$ cat src/design/irsu_pkg.sv
// Shared types, codes and helper functions of the I2C register access sequencer.
`timescale 1ns / 1ps
`default_nettype none
package irsu_pkg;

	// Operation codes carried by a command transaction.
	localparam logic [1:0] OP_RAW_READ  = 2'd0;
	localparam logic [1:0] OP_RAW_WRITE = 2'd1;
	localparam logic [1:0] OP_REG_READ  = 2'd2;
	localparam logic [1:0] OP_REG_WRITE = 2'd3;

	// Input transaction kinds.
	localparam logic KIND_CMD  = 1'b0;
	localparam logic KIND_RESP = 1'b1;

	// Result kinds.
	localparam logic [1:0] OUT_BUS_WRITE = 2'd0;
	localparam logic [1:0] OUT_BUS_READ  = 2'd1;
	localparam logic [1:0] OUT_FINISHED  = 2'd2;

	// Completion codes.
	localparam logic [1:0] ERR_OK      = 2'd0;
	localparam logic [1:0] ERR_NACK    = 2'd1;
	localparam logic [1:0] ERR_TIMEOUT = 2'd2;
	localparam logic [1:0] ERR_BUSY    = 2'd3;

	// Register offsets inside the I2C master.
	localparam logic [7:0] OFS_DATA_LO = 8'h40;
	localparam logic [7:0] OFS_RX_LO   = 8'h44;
	localparam logic [7:0] OFS_CTRL    = 8'h48;
	localparam logic [7:0] OFS_STATUS  = 8'h4c;
	localparam logic [7:0] OFS_DATA_HI = 8'h54;
	localparam logic [7:0] OFS_RX_HI   = 8'h58;

	// Configuration register map.
	localparam logic [1:0] CFG_ADDR_POLL_LIMIT = 2'd0;
	localparam logic [7:0] POLL_LIMIT_RESET    = 8'd100;

	// Depth of the job queue between the front and the back.
	localparam int QUEUE_DEPTH = 4;
	localparam int QPTR_W      = $clog2(QUEUE_DEPTH);
	localparam int QCNT_W      = $clog2(QUEUE_DEPTH + 1);

	typedef enum logic [1:0] {
		J_FINISH,
		J_READ,
		J_CMD
	} job_kind_t;

	// One unit of work for the back: a finish, a single bus read, or a
	// transfer start (optional data writes, control write, status read).
	typedef struct packed {
		job_kind_t   jkind;
		logic        has_lo;
		logic        has_hi;
		logic [7:0]  offset;
		logic [15:0] ctrl;
		logic [31:0] data;
		logic [1:0]  err;
	} job_t;

	function automatic logic [15:0] ctrl_word(input logic rd, input logic [2:0] bytes,
		input logic [6:0] addr);
		ctrl_word = {1'b0, addr, 1'b1, 2'b00, bytes[2] | rd, bytes[1:0], 2'b00};
	endfunction

	function automatic logic [15:0] read_mask(input logic [2:0] bytes);
		read_mask = bytes[0] ? 16'h00ff : 16'hffff;
	endfunction

endpackage
`default_nettype wire

$ cat src/design/irsu_if.sv
// Channel interfaces for input transactions and result transactions.
`timescale 1ns / 1ps
`default_nettype none
interface irsu_item_if;
	logic        valid;
	logic        ready;
	logic        kind;
	logic [1:0]  op;
	logic [2:0]  byte_count;
	logic [6:0]  i2c_addr;
	logic        conv_sel;
	logic [4:0]  reg_index;
	logic [31:0] wdata;
	logic [31:0] rdata;

	modport source (output valid, kind, op, byte_count, i2c_addr, conv_sel, reg_index,
		wdata, rdata, input ready);
	modport sink (input valid, kind, op, byte_count, i2c_addr, conv_sel, reg_index,
		wdata, rdata, output ready);
endinterface

interface irsu_result_if;
	logic        valid;
	logic        ready;
	logic [1:0]  out_kind;
	logic [7:0]  bus_offset;
	logic [15:0] bus_wdata;
	logic [1:0]  error;
	logic [31:0] result_data;
	logic        last;

	modport source (output valid, out_kind, bus_offset, bus_wdata, error, result_data,
		last, input ready);
	modport sink (input valid, out_kind, bus_offset, bus_wdata, error, result_data,
		last, output ready);
endinterface
`default_nettype wire

$ cat src/design/irsu_queue.sv
// Short job queue between the front and the back.
`timescale 1ns / 1ps
`default_nettype none
module irsu_queue (
	input  wire logic          clk,
	input  wire logic          arst_n,
	input  wire logic          push_valid,
	input  wire irsu_pkg::job_t push_job,
	output logic               full,
	input  wire logic          pop_ready,
	output logic               pop_valid,
	output irsu_pkg::job_t     pop_job
);
	import irsu_pkg::*;

	job_t              mem_q [QUEUE_DEPTH];
	logic [QPTR_W-1:0] wr_ptr_q;
	logic [QPTR_W-1:0] rd_ptr_q;
	logic [QCNT_W-1:0] count_q;
	logic              do_push;
	logic              do_pop;

	assign full      = (count_q == QCNT_W'(QUEUE_DEPTH));
	assign pop_valid = (count_q != '0);
	assign pop_job   = mem_q[rd_ptr_q];
	assign do_push   = push_valid && !full;
	assign do_pop    = pop_ready && pop_valid;

	always_ff @(posedge clk) begin
		if (do_push) begin
			mem_q[wr_ptr_q] <= push_job;
		end
	end

	always_ff @(posedge clk or negedge arst_n) begin
		if (!arst_n) begin
			wr_ptr_q <= '0;
			rd_ptr_q <= '0;
			count_q  <= '0;
		end else begin
			if (do_push) begin
				wr_ptr_q <= (wr_ptr_q == QPTR_W'(QUEUE_DEPTH - 1)) ? '0 : wr_ptr_q + 1'b1;
			end
			if (do_pop) begin
				rd_ptr_q <= (rd_ptr_q == QPTR_W'(QUEUE_DEPTH - 1)) ? '0 : rd_ptr_q + 1'b1;
			end
			if (do_push && !do_pop) begin
				count_q <= count_q + 1'b1;
			end else if (do_pop && !do_push) begin
				count_q <= count_q - 1'b1;
			end
		end
	end
endmodule
`default_nettype wire

$ cat src/design/irsu_front.sv
// Front: accepts transactions, tracks the transfer phase and emits jobs.
`timescale 1ns / 1ps
`default_nettype none
module irsu_front (
	input  wire logic       clk,
	input  wire logic       arst_n,
	irsu_item_if.sink       item,
	input  wire logic [7:0] poll_limit,
	input  wire logic       queue_full,
	output logic            push_valid,
	output irsu_pkg::job_t  push_job
);
	import irsu_pkg::*;

	typedef enum logic [2:0] {
		PH_IDLE,
		PH_PRE,
		PH_STATUS,
		PH_LOW,
		PH_HIGH
	} phase_t;

	phase_t      phase_q, phase_n;
	logic [7:0]  poll_count_q, poll_count_n;
	logic [1:0]  pending_op_q, pending_op_n;
	logic [2:0]  pending_bytes_q, pending_bytes_n;
	logic [6:0]  pending_addr_q, pending_addr_n;
	logic [31:0] low_word_q;
	logic        accept;
	logic        want_push;
	job_t        job;
	logic [6:0]  eff_addr;
	logic [2:0]  eff_bytes;
	logic [31:0] wd_shift;
	logic [7:0]  busy_count;
	logic [31:0] rx_masked;

	assign item.ready = !queue_full;
	assign accept     = item.valid && item.ready;
	assign push_valid = accept && want_push;
	assign push_job   = job;

	// Register operations address the converter through a fixed window.
	assign eff_addr   = item.op[1] ? {1'b1, item.conv_sel, item.reg_index} : item.i2c_addr;
	assign eff_bytes  = item.op[1] ? (item.op[0] ? 3'd3 : 3'd2) : item.byte_count;
	assign wd_shift   = (item.op == OP_REG_WRITE) ? {item.wdata[23:0], 8'h00} : item.wdata;
	assign busy_count = poll_count_q + 8'd1;
	assign rx_masked  = {16'h0000, item.rdata[15:0] & read_mask(pending_bytes_q)};

	always_comb begin
		phase_n         = phase_q;
		poll_count_n    = poll_count_q;
		pending_op_n    = pending_op_q;
		pending_bytes_n = pending_bytes_q;
		pending_addr_n  = pending_addr_q;
		want_push       = 1'b1;
		job             = '{jkind: J_FINISH, has_lo: 1'b0, has_hi: 1'b0, offset: 8'h00,
			ctrl: 16'h0000, data: 32'h0, err: ERR_OK};

		if (item.kind == KIND_CMD) begin
			if (phase_q != PH_IDLE) begin
				job.err = ERR_BUSY;
			end else begin
				poll_count_n    = 8'd0;
				pending_op_n    = item.op;
				pending_bytes_n = eff_bytes;
				pending_addr_n  = eff_addr;
				job.jkind       = J_CMD;
				case (item.op)
					OP_RAW_READ: begin
						job.ctrl = ctrl_word(1'b1, eff_bytes, eff_addr);
						phase_n  = PH_STATUS;
					end
					OP_REG_READ: begin
						// Pointer write of one zero byte before the actual read.
						job.has_lo = 1'b1;
						job.ctrl   = ctrl_word(1'b0, 3'd1, eff_addr);
						phase_n    = PH_PRE;
					end
					default: begin
						job.has_lo = 1'b1;
						job.has_hi = (eff_bytes > 3'd2);
						job.data   = wd_shift;
						job.ctrl   = ctrl_word(1'b0, eff_bytes, eff_addr);
						phase_n    = PH_STATUS;
					end
				endcase
			end
		end else begin
			case (phase_q)
				PH_PRE, PH_STATUS: begin
					if (item.rdata[0]) begin
						poll_count_n = busy_count;
						if (busy_count >= poll_limit) begin
							job.err = ERR_TIMEOUT;
							phase_n = PH_IDLE;
						end else begin
							job.jkind  = J_READ;
							job.offset = OFS_STATUS;
						end
					end else if (item.rdata[3]) begin
						job.err = ERR_NACK;
						phase_n = PH_IDLE;
					end else if (phase_q == PH_PRE) begin
						poll_count_n = 8'd0;
						job.jkind    = J_CMD;
						job.ctrl     = ctrl_word(1'b1, pending_bytes_q, pending_addr_q);
						phase_n      = PH_STATUS;
					end else if (pending_op_q == OP_RAW_WRITE ||
						pending_op_q == OP_REG_WRITE) begin
						phase_n = PH_IDLE;
					end else begin
						job.jkind  = J_READ;
						job.offset = OFS_RX_LO;
						phase_n    = PH_LOW;
					end
				end
				PH_LOW: begin
					if (pending_bytes_q > 3'd2) begin
						job.jkind  = J_READ;
						job.offset = OFS_RX_HI;
						phase_n    = PH_HIGH;
					end else begin
						job.data = rx_masked;
						phase_n  = PH_IDLE;
					end
				end
				PH_HIGH: begin
					job.data = low_word_q | {rx_masked[15:0], 16'h0000};
					phase_n  = PH_IDLE;
				end
				default: begin
					// A response with no transfer in flight is dropped.
					want_push = 1'b0;
				end
			endcase
		end
	end

	always_ff @(posedge clk or negedge arst_n) begin
		if (!arst_n) begin
			phase_q         <= PH_IDLE;
			poll_count_q    <= 8'd0;
			pending_op_q    <= OP_RAW_READ;
			pending_bytes_q <= 3'd0;
			pending_addr_q  <= 7'd0;
		end else if (accept) begin
			phase_q         <= phase_n;
			poll_count_q    <= poll_count_n;
			pending_op_q    <= pending_op_n;
			pending_bytes_q <= pending_bytes_n;
			pending_addr_q  <= pending_addr_n;
		end
	end

	always_ff @(posedge clk) begin
		if (accept && item.kind == KIND_RESP && phase_q == PH_LOW) begin
			low_word_q <= item.rdata;
		end
	end
endmodule
`default_nettype wire

$ cat src/design/irsu_back.sv
// Back: expands queued jobs into results, one per cycle unless stalled.
`timescale 1ns / 1ps
`default_nettype none
module irsu_back (
	input  wire logic           clk,
	input  wire logic           arst_n,
	input  wire logic           pop_valid,
	input  wire irsu_pkg::job_t pop_job,
	output logic                pop_ready,
	irsu_result_if.source       result
);
	import irsu_pkg::*;

	// Pending steps of the current job: bit 0 low data write, bit 1 high data
	// write, bit 2 control write, bit 3 status read or the single step.
	job_t        cur_q;
	logic [3:0]  steps_q;
	logic [3:0]  steps_left;
	logic        out_free;
	logic        emit;
	logic        res_valid_q;
	logic [1:0]  res_kind_q, el_kind;
	logic [7:0]  res_offset_q, el_offset;
	logic [15:0] res_wdata_q, el_wdata;
	logic [1:0]  res_err_q, el_err;
	logic [31:0] res_data_q, el_data;
	logic        res_last_q, el_last;

	assign out_free   = !res_valid_q || result.ready;
	assign emit       = (steps_q != 4'd0) && out_free;
	assign steps_left = emit ? (steps_q & (steps_q - 4'd1)) : steps_q;
	assign pop_ready  = (steps_left == 4'd0);
	assign el_last    = ((steps_q & (steps_q - 4'd1)) == 4'd0);

	always_comb begin
		el_kind   = OUT_FINISHED;
		el_offset = 8'h00;
		el_wdata  = 16'h0000;
		el_err    = ERR_OK;
		el_data   = 32'h0;
		case (cur_q.jkind)
			J_CMD: begin
				if (steps_q[0]) begin
					el_kind   = OUT_BUS_WRITE;
					el_offset = OFS_DATA_LO;
					el_wdata  = cur_q.data[15:0];
				end else if (steps_q[1]) begin
					el_kind   = OUT_BUS_WRITE;
					el_offset = OFS_DATA_HI;
					el_wdata  = cur_q.data[31:16];
				end else if (steps_q[2]) begin
					el_kind   = OUT_BUS_WRITE;
					el_offset = OFS_CTRL;
					el_wdata  = cur_q.ctrl;
				end else begin
					el_kind   = OUT_BUS_READ;
					el_offset = OFS_STATUS;
				end
			end
			J_READ: begin
				el_kind   = OUT_BUS_READ;
				el_offset = cur_q.offset;
			end
			default: begin
				el_err  = cur_q.err;
				el_data = cur_q.data;
			end
		endcase
	end

	always_ff @(posedge clk or negedge arst_n) begin
		if (!arst_n) begin
			steps_q     <= 4'd0;
			res_valid_q <= 1'b0;
		end else begin
			if (pop_ready && pop_valid) begin
				steps_q <= (pop_job.jkind == J_CMD) ?
					{2'b11, pop_job.has_hi, pop_job.has_lo} : 4'b1000;
			end else begin
				steps_q <= steps_left;
			end
			if (emit) begin
				res_valid_q <= 1'b1;
			end else if (result.ready) begin
				res_valid_q <= 1'b0;
			end
		end
	end

	always_ff @(posedge clk) begin
		if (pop_ready && pop_valid) begin
			cur_q <= pop_job;
		end
		if (emit) begin
			res_kind_q   <= el_kind;
			res_offset_q <= el_offset;
			res_wdata_q  <= el_wdata;
			res_err_q    <= el_err;
			res_data_q   <= el_data;
			res_last_q   <= el_last;
		end
	end

	assign result.valid       = res_valid_q;
	assign result.out_kind    = res_kind_q;
	assign result.bus_offset  = res_offset_q;
	assign result.bus_wdata   = res_wdata_q;
	assign result.error       = res_err_q;
	assign result.result_data = res_data_q;
	assign result.last        = res_last_q;
endmodule
`default_nettype wire

$ cat src/design/i2c_register_access_sequencer_unit.sv
// Top level of the I2C register access sequencer: configuration port and wiring.
`timescale 1ns / 1ps
`default_nettype none
// The first result of a transaction passes the queue, step and result registers.
// Throughput: one input transaction per cycle while the four-entry job queue has room;
// results leave one per cycle when not stalled; a transfer start makes up to four.
// Reset (arst_n low, asynchronous): the sequencer returns to idle, the queue and the
// output register empty, and the poll limit goes back to 100. No clearing pass.
module i2c_register_access_sequencer_unit (
	input  wire logic        clk,
	input  wire logic        arst_n,
	irsu_item_if.sink        item,
	irsu_result_if.source    result,
	input  wire logic        psel,
	input  wire logic        penable,
	input  wire logic        pwrite,
	input  wire logic [1:0]  paddr,
	input  wire logic [31:0] pwdata,
	output logic [31:0]      prdata,
	output logic             pready
);
	import irsu_pkg::*;

	logic [7:0] poll_limit_q;
	logic       cfg_write;
	logic       push_valid;
	job_t       push_job;
	logic       queue_full;
	logic       pop_valid;
	logic       pop_ready;
	job_t       pop_job;

	// The register port never inserts wait states. A write lands in the access
	// phase; only the poll limit register exists, other addresses read as zero.
	assign pready    = 1'b1;
	assign cfg_write = psel && penable && pwrite && pready;
	assign prdata    = (paddr == CFG_ADDR_POLL_LIMIT) ? {24'h0, poll_limit_q} : 32'h0;

	always_ff @(posedge clk or negedge arst_n) begin
		if (!arst_n) begin
			poll_limit_q <= POLL_LIMIT_RESET;
		end else if (cfg_write && paddr == CFG_ADDR_POLL_LIMIT) begin
			poll_limit_q <= pwdata[7:0];
		end
	end

	// The front decides every transaction at acceptance time, so the phase
	// tracking never waits on the output side; the queue absorbs stalls.
	irsu_front u_front (
		.clk        (clk),
		.arst_n     (arst_n),
		.item       (item),
		.poll_limit (poll_limit_q),
		.queue_full (queue_full),
		.push_valid (push_valid),
		.push_job   (push_job)
	);

	irsu_queue u_queue (
		.clk        (clk),
		.arst_n     (arst_n),
		.push_valid (push_valid),
		.push_job   (push_job),
		.full       (queue_full),
		.pop_ready  (pop_ready),
		.pop_valid  (pop_valid),
		.pop_job    (pop_job)
	);

	// The back walks each job's steps and presents them through a result
	// register, so a new job can load while the last step is still waiting.
	irsu_back u_back (
		.clk       (clk),
		.arst_n    (arst_n),
		.pop_valid (pop_valid),
		.pop_job   (pop_job),
		.pop_ready (pop_ready),
		.result    (result)
	);
endmodule
`default_nettype wire

$ cat src/flat_wrapper.sv
// flat-port wrapper written by rule: the top's interface ports become plain ports
module i2c_register_access_sequencer_unit_flat import irsu_pkg::*;
  (clk, arst_n, psel, penable, pwrite, paddr, pwdata, prdata, pready, item_valid, item_kind, item_op, item_byte_count, item_i2c_addr, item_conv_sel, item_reg_index, item_wdata, item_rdata, item_ready, result_valid, result_out_kind, result_bus_offset, result_bus_wdata, result_error, result_result_data, result_last, result_ready);
  irsu_item_if item_i ();
  irsu_result_if result_i ();
  input  wire logic clk;
  input  wire logic arst_n;
  input  wire logic psel;
  input  wire logic penable;
  input  wire logic pwrite;
  input  wire logic [1:0] paddr;
  input  wire logic [31:0] pwdata;
  output logic [31:0] prdata;
  output logic pready;
  input wire logic [$bits(item_i.valid)-1:0] item_valid;
  input wire logic [$bits(item_i.kind)-1:0] item_kind;
  input wire logic [$bits(item_i.op)-1:0] item_op;
  input wire logic [$bits(item_i.byte_count)-1:0] item_byte_count;
  input wire logic [$bits(item_i.i2c_addr)-1:0] item_i2c_addr;
  input wire logic [$bits(item_i.conv_sel)-1:0] item_conv_sel;
  input wire logic [$bits(item_i.reg_index)-1:0] item_reg_index;
  input wire logic [$bits(item_i.wdata)-1:0] item_wdata;
  input wire logic [$bits(item_i.rdata)-1:0] item_rdata;
  output wire logic [$bits(item_i.ready)-1:0] item_ready;
  output wire logic [$bits(result_i.valid)-1:0] result_valid;
  output wire logic [$bits(result_i.out_kind)-1:0] result_out_kind;
  output wire logic [$bits(result_i.bus_offset)-1:0] result_bus_offset;
  output wire logic [$bits(result_i.bus_wdata)-1:0] result_bus_wdata;
  output wire logic [$bits(result_i.error)-1:0] result_error;
  output wire logic [$bits(result_i.result_data)-1:0] result_result_data;
  output wire logic [$bits(result_i.last)-1:0] result_last;
  input wire logic [$bits(result_i.ready)-1:0] result_ready;
  assign item_i.valid = item_valid;
  assign item_i.kind = item_kind;
  assign item_i.op = item_op;
  assign item_i.byte_count = item_byte_count;
  assign item_i.i2c_addr = item_i2c_addr;
  assign item_i.conv_sel = item_conv_sel;
  assign item_i.reg_index = item_reg_index;
  assign item_i.wdata = item_wdata;
  assign item_i.rdata = item_rdata;
  assign item_ready = item_i.ready;
  assign result_valid = result_i.valid;
  assign result_out_kind = result_i.out_kind;
  assign result_bus_offset = result_i.bus_offset;
  assign result_bus_wdata = result_i.bus_wdata;
  assign result_error = result_i.error;
  assign result_result_data = result_i.result_data;
  assign result_last = result_i.last;
  assign result_i.ready = result_ready;
  i2c_register_access_sequencer_unit u_core (.clk(clk), .arst_n(arst_n), .item(item_i), .result(result_i), .psel(psel), .penable(penable), .pwrite(pwrite), .paddr(paddr), .pwdata(pwdata), .prdata(prdata), .pready(pready));
endmodule
$ cat config.mk
export PLATFORM = sky130hd
export DESIGN_NAME = i2c_register_access_sequencer_unit_flat
export DESIGN_NICKNAME = d
export VERILOG_FILES = /design/src/design/irsu_pkg.sv /design/src/design/irsu_if.sv /design/src/design/irsu_queue.sv /design/src/design/irsu_front.sv /design/src/design/irsu_back.sv /design/src/design/i2c_register_access_sequencer_unit.sv /design/src/flat_wrapper.sv
export SDC_FILE = /design/constraint.sdc
export NUM_CORES = 1
export LEC_CHECK = 0
export ABC_AREA = 1
export BUFFER_PORTS_ARGS = -buffer_cell sky130_fd_sc_hd__buf_2
export CAP_MARGIN = 10
export CORE_MARGIN = 3
export CORE_UTILIZATION = 52
export CTS_BUF_LIST = sky130_fd_sc_hd__clkbuf_4
export DETAILED_ROUTE_END_ITERATION = 8
export PLACE_DENSITY = 0.75
export SYNTH_ARGS = -nofsm -noshare
export SYNTH_HDL_FRONTEND = slang
export SYNTH_HIERARCHICAL = 1
export SYNTH_SLANG_ARGS = --single-unit
$ cat constraint.sdc
create_clock -name clk -period 3.9 [get_ports clk]
set_input_delay 0.195 -clock clk [delete_from_list [all_inputs] [get_ports clk]]
set_output_delay 0.195 -clock clk [all_outputs]
set_load 0.05 [all_outputs]
Word level (Yosys, flattened, before mapping)

Memories as Yosys holds them, arrays and structs flattened.
Index checks and enable logic that the tools add are counted.

Bits of input ports: 124
Output and inout port bits: 96
Register bits after elaboration: 196
Memories kept: 1
Bits in writable memories: 248

$add $sub $neg: 6
Multiplexer cells: 80
Equality and inequality tests: 20
Order comparisons: 3
Bitwise logic cells: 5
Reduce and logical (&&, ||, !) cells: 34

Memories:

| memory               | depth | width | rd ports | clocked after Yosys merged registers in | write ports | line             | RTL |
|---|---|---|---|---|---|---|---|
| u_core.u_queue.mem_q | 4     | 62    | 1        | 0                                       | 1           | irsu_queue.sv:16 | `job_t mem_q [QUEUE_DEPTH];` |

Operator list:

| kind                | number |
|---|---|
| $mux 16             | 7 |
| $mux 32             | 2 |
| $mux 8              | 8 |
| $pmux 32 s2         | 1 |
| $mux 50             | 1 |
| $mux 47             | 1 |
| $mux 7              | 6 |
| $mux 3              | 12 |
| $or 32x32->32       | 1 |
| $mux 2              | 13 |
| $mux 23             | 1 |
| $and 16x16->16      | 1 |
| $mux 1              | 16 |
| $pmux 8 s2          | 1 |
| $mux 15             | 1 |
| $eq 2x2->1 const B  | 7 |
| $pmux 7 s2          | 1 |
| $logic_and 1x1->1   | 12 |
| $mux 4              | 3 |
| $mux 5              | 2 |
| $pmux 5 s2          | 1 |
| $pmux 3 s3          | 1 |
| $add 8x1->8 const B | 1 |
| $ge 8x8->1          | 1 |
| other kinds (30)    | 47 |

Logic depth before layout (Yosys ltp)

Depth in word-level cells: 10
Depth in mapped cells: 16
Mapped depth without buffers: 16

Cells and area by module

The synthesis kept the hierarchy.

By module, submodules not included:

| module                             | cells an instance | sequential area each (sq um) | area each (sq um) | instances |
|---|---|---|---|---|
| irsu_queue                         | 783               | 7,622.3                      | 10,669.0          | 1 |
| irsu_back                          | 342               | 3,758.6                      | 4,737.0           | 1 |
| irsu_front                         | 469               | 1,511.4                      | 3,627.2           | 1 |
| i2c_register_access_sequencer_unit | 81                | 203.9                        | 621.8             | 1 |

Worst setup path before layout

OpenSTA, ideal clock, no wires.

Kind: flip-flop to flip-flop
Start: reg u_core.u_queue.count_q[0]
End: mem u_core/u_queue/mem_q[0][0] in the netlist's numbering (enable)
Period minus slack after synthesis: 4.314 ns
Arrival: 3.831 ns
Path slack: -0.414 ns
Required time: 3.418 ns
Cell stages (with the launch flop): 9
Path buffers: 0
Cells stage by stage: dfrtp_1 > inv_1 > nand3_1 > inv_1 > nor2_1 > inv_1 > nor2_1 > nand2_1 > nor2_1

Word-level cells in the longest chain between the ends: 7

RTL lines:

| element                      | line                                     | RTL |
|---|---|---|
| from (decl)                  | irsu_queue.sv:19                         | `logic [QCNT_W-1:0] count_q;` |
| from (signal assigned)       | irsu_queue.sv:48                         | `count_q <= count_q + 1'b1;` |
| from (signal assigned)       | irsu_queue.sv:50                         | `count_q <= count_q - 1'b1;` |
| $eq 3x3->1                   | irsu_queue.sv:23                         | `assign full = (count_q == QCNT_W'(QUEUE_DEPTH));` |
| via u_core.queue_full        | i2c_register_access_sequencer_unit.sv:28 | `logic queue_full;` |
| $logic_not 1->1              | irsu_front.sv:38                         | `assign item.ready = !queue_full;` |
| $logic_and 1x1->1            | irsu_front.sv:39                         | `assign accept = item.valid && item.ready;` |
| $logic_and 1x1->1            | irsu_front.sv:40                         | `assign push_valid = accept && want_push;` |
| via u_core.push_valid        | i2c_register_access_sequencer_unit.sv:26 | `logic push_valid;` |
| $logic_and 1x1->1            | irsu_queue.sv:26                         | `assign do_push = push_valid && !full;` |
| $mux 1                       | irsu_queue.sv:30                         | `if (do_push) begin` |
| $mux 1 (not written as such) | irsu_queue.sv:31                         | `mem_q[wr_ptr_q] <= push_job;` |
| to (decl)                    | irsu_queue.sv:16                         |  |

The timed path passes the listed nets, and every way through them passes these cells.

Worst setup path in the final report

Start: reg u_core.u_queue.count_q[0]
End: mem u_core/u_queue/mem_q[3][15] in the netlist's numbering (enable)

The elaborated chain is that of the path after synthesis.

==> impl_metrics.py <==
metrics = {
    "cts": {
        "clkLatencyLatePin_ps": 740,
        "ctsHtreeMaxLevel": 3,
        "cts_setup_buffers": 0,
        "cts_hold_buf": 94,
        "root_buffer": "clkbuf_4",
        "clk_path_buf_depth": 3,
        "numCtsBuffers": 108,
        "clk_pin_slew_ps": 70,
        "cts_tree": "built",
        "ctsResizeCount": 0,
        "clock_sinks": 443,
    },
    "placed_design": {
        "dpl_cell_area_mm2": 0.02070,
        "gp_congestion": 0.8910,
        "port-buffer-count": 170,
        "place_inst": 2289,
        "hpwl_um": 27860,
    },
    "sta": {
        "slew_headroom_pct": 30.97,
        "hold_viol_final": 0,
        "fin_crit_sh_pct": 75.10,
        "tightest_slew_ps": 1035,
        "finalClockSkew_ps": 35.00,
        "finalMaxSlewViolations": 0,
        "setup_violations": 0,
        "grt_setup_unrepaired": "false",
        "fin_crit_ps": 2929,
        "hold_slack_ps": 75.01,
        "fmax_mhz": 341.4,
    },
    "setup_path": {
        "critPathMaxFanout": 48,
        "r2r_end": "u_core/u_queue/mem_q[3][15]",
        "worstRegToRegCells": 9,
        "r2r_slack_ps": 970,
        "crit_required_ps": 4290,
        "cp-end-kind": "register",
        "critPathCapture": "u_core/u_queue/mem_q[3][15]",
        "reg2reg_from": "u_core/u_queue/count_q[0]",
        "arrival_ps": 3310,
        "crit_type": "register to register",
        "worst_setup_path_start_kind": "register",
        "cp-startpoint": "u_core/u_queue/count_q[0]",
    },
    "global_routing": {
        "grt_overflow": 0,
        "grt_pass1_wl_um": 69770,
        "grt_antenna_before_repair": 3,
        "track_usage_pct": 21.82,
        "grt_max_degree": 91,
        "grt_pass1_vias": 13190,
    },
    "drt": {
        "wirelength_um": 44130,
        "drtIter0Drc": 1150,
        "drc_errors": 0,
        "dr.pass1.iters": 6,
        "vias_per_cell": 5.184,
        "num_vias": 13300,
        "ant_nets": 0,
        "wl_per_cell_um": 17.20,
    },
    "synthesis": {
        "ys_ff_latch": 443,
        "async_reset_ff_share_pct": 9.481,
        "synth.avg_cell_area_um2": 11.73,
        "synth_cell_type_count": 42,
        "yosysWarnings": 6,
        "yosysTopAreaCellShare_pct": 61.26,
        "yosysTopAreaCell": "edfxtp_1",
        "synth_edf_count": 401,
        "netlist_top_cells_area": "edfxtp_1 61%, nand2_1 7.7%, dfrtp_1 5.0%",
        "yosysSeqAreaShare_pct": 66.63,
        "syn_area_mm2": 0.01966,
        "synth_cells": 1675,
        "synthFlopType": "edfxtp_1",
    },
    "final_layout": {
        "syn2layout_area_growth_pct": 16.84,
        "design_area_mm2": 0.02296,
        "fillers": 2884,
        "final_cell_mix": "405 x nand2_1, 401 x edfxtp_1, 238 x inv_1, 170 x buf_2, 156 x clkbuf_4",
        "final_nets": 2132,
        "final_cells": 2566,
        "final_util_pct": 62.13,
        "drive_above_1_share_pct": 22.61,
        "layout_commonest_cell": "nand2_1",
    },
    "floorplan": {
        "die-area_mm2": 0.04017,
        "std_cell_rows": 70,
        "start_util_pct": 53.18,
        "ioPinCount": 220,
        "die_h_um": 200.4,
        "coreArea_mm2": 0.03696,
        "fp.dieW_um": 200.4,
    },
    "status": {
        "status": "finished, final reports clean",
    },
    "power": {
        "ir_drop_v": 0.0004474,
        "total_power_uw": 17830,
        "leakagePower_uw": 0.009744,
        "powerDensity_mw_per_mm2": 776.3,
    },
    "flow_run": {
        "cap_viol_max_count": 0,
    },
    "worst_hold_path": {
        "worstHoldPathType": "input pin to register",
    },
}
## worst min-delay path by stage
stage	start	endpoint	slack, ps	depth (start not counted)
global route	item_wdata[17]	u_core/u_queue/mem_q[3][27]	40	3
CTS	item_i2c_addr[1]	u_core/u_queue/mem_q[3][43]	7	5
finish	item_wdata[10]	u_core/u_queue/mem_q[3][20]	80	3
floorplan	arst_n	u_core/poll_limit_q[0]	-100	0
global placement	item_rdata[31]	u_core/u_front/low_word_q[31]	370	1
detailed placement	item_rdata[20]	u_core/u_front/low_word_q[20]	370	1
## cells by family (layout without fill, tap and decap cells)
kind of cell	after synthesis	after routing	synth area share (%)
compound gates	288	288	10.99
xor+xnor	7	7	0.3119
fa+ha+maj	18	18	1.184
buf+inv	358	713	8.785
flops	443	443	66.63
other cells	3	35	0.05729
simple gates	558	558	12.04
## state kept, by name, indices dropped and copies added, names as in the netlist
name and cells:
u_core/poll_limit_q 8, u_core/u_back/cur_q 60, u_core/u_back/result.bus_offset 8, u_core/u_back/result.bus_wdata 16, u_core/u_back/result.error 2, u_core/u_back/result.last 1
u_core/u_back/result.out_kind 2, u_core/u_back/result.result_data 32, u_core/u_back/result.valid 1, u_core/u_back/steps_q 4, u_core/u_front/low_word_q 32, u_core/u_front/pending_addr_q 7
u_core/u_front/pending_bytes_q 3, u_core/u_front/pending_op_q 1, u_core/u_front/phase_q 3, u_core/u_front/poll_count_q 8, u_core/u_queue/count_q 3, u_core/u_queue/mem_q 248
u_core/u_queue/rd_ptr_q 2, u_core/u_queue/wr_ptr_q 2
## layout make-up
cell class	instances	area, um^2	share of cell area [%]
Sequential cell	443	13100	57.05
Multi-Input combinational cell	905	4981	21.69
Timing Repair Buffer	283	2017	8.783
Clock buffer	156	1171	5.100
Inverter	249	935.9	4.075
Tap cell	504	630.6	2.746
Clock inverter	25	125.1	0.5448
Antenna cell	1	2.502	0.01090
## stage by stage
stage          TNS [ps]  setup WS (ps)
6_report              0          971.3
3_3_place_gp          0           1118
2_1_floorplan   -102570         -413.6
4_1_cts               0          962.5
5_1_grt               0          679.1
3_5_place_dp          0           1003
## power by group
| part | switching, uW | internal [uW] |
|---|---|---|
| Sequential | 691 | 7140 |
| Combinational | 4720 | 1670 |
| Clock | 1730 | 1880 |
| Total | 7140 | 10700 |
## synth_stat cells, types with 2 or more instances
cell	instances
buf_6	23
o211ai_1	80
dfrtp_1	39
inv_1	240
nand3_1	50
o21ai_0	54
nand2_1	405
nor2_1	65
clkbuf_1	12
nor2_2	6
o21ai_1	14
nor2_4	6
edfxtp_1	401
inv_2	8
nor3_1	3
buf_2	26
o22ai_1	8
ha_1	17
xnor2_1	2
conb_1	3
o31ai_1	6
a21oi_1	59
nand2_2	10
buf_4	44
nand3_4	2
buf_1	3
dfstp_2	3
nor2_8	4
o211ai_2	63
nand4_1	3
xor2_1	5
## per-layer routing
metal / wire length, um / up-vias / GRT usage (%)
met4: 1188 / 0 / 7.880
li1: - / 6330 / -
met5: 0 / - / 0
met1: 19140 / 6244 / 30.88
met2: 20210 / 626 / 34.23
met3: 3591 / 101 / 4.021
## critical path, stage by stage (launching register included)
cell     delay [ps]
dfrtp_1         420
inv_1            70
nand3_1         150
inv_1            80
nor2_1          170
inv_1           160
nor2_1          230
nand2_1         320
nor2_4          570
buf_12          380
Note: power is estimated with default switching activity, not from simulation.
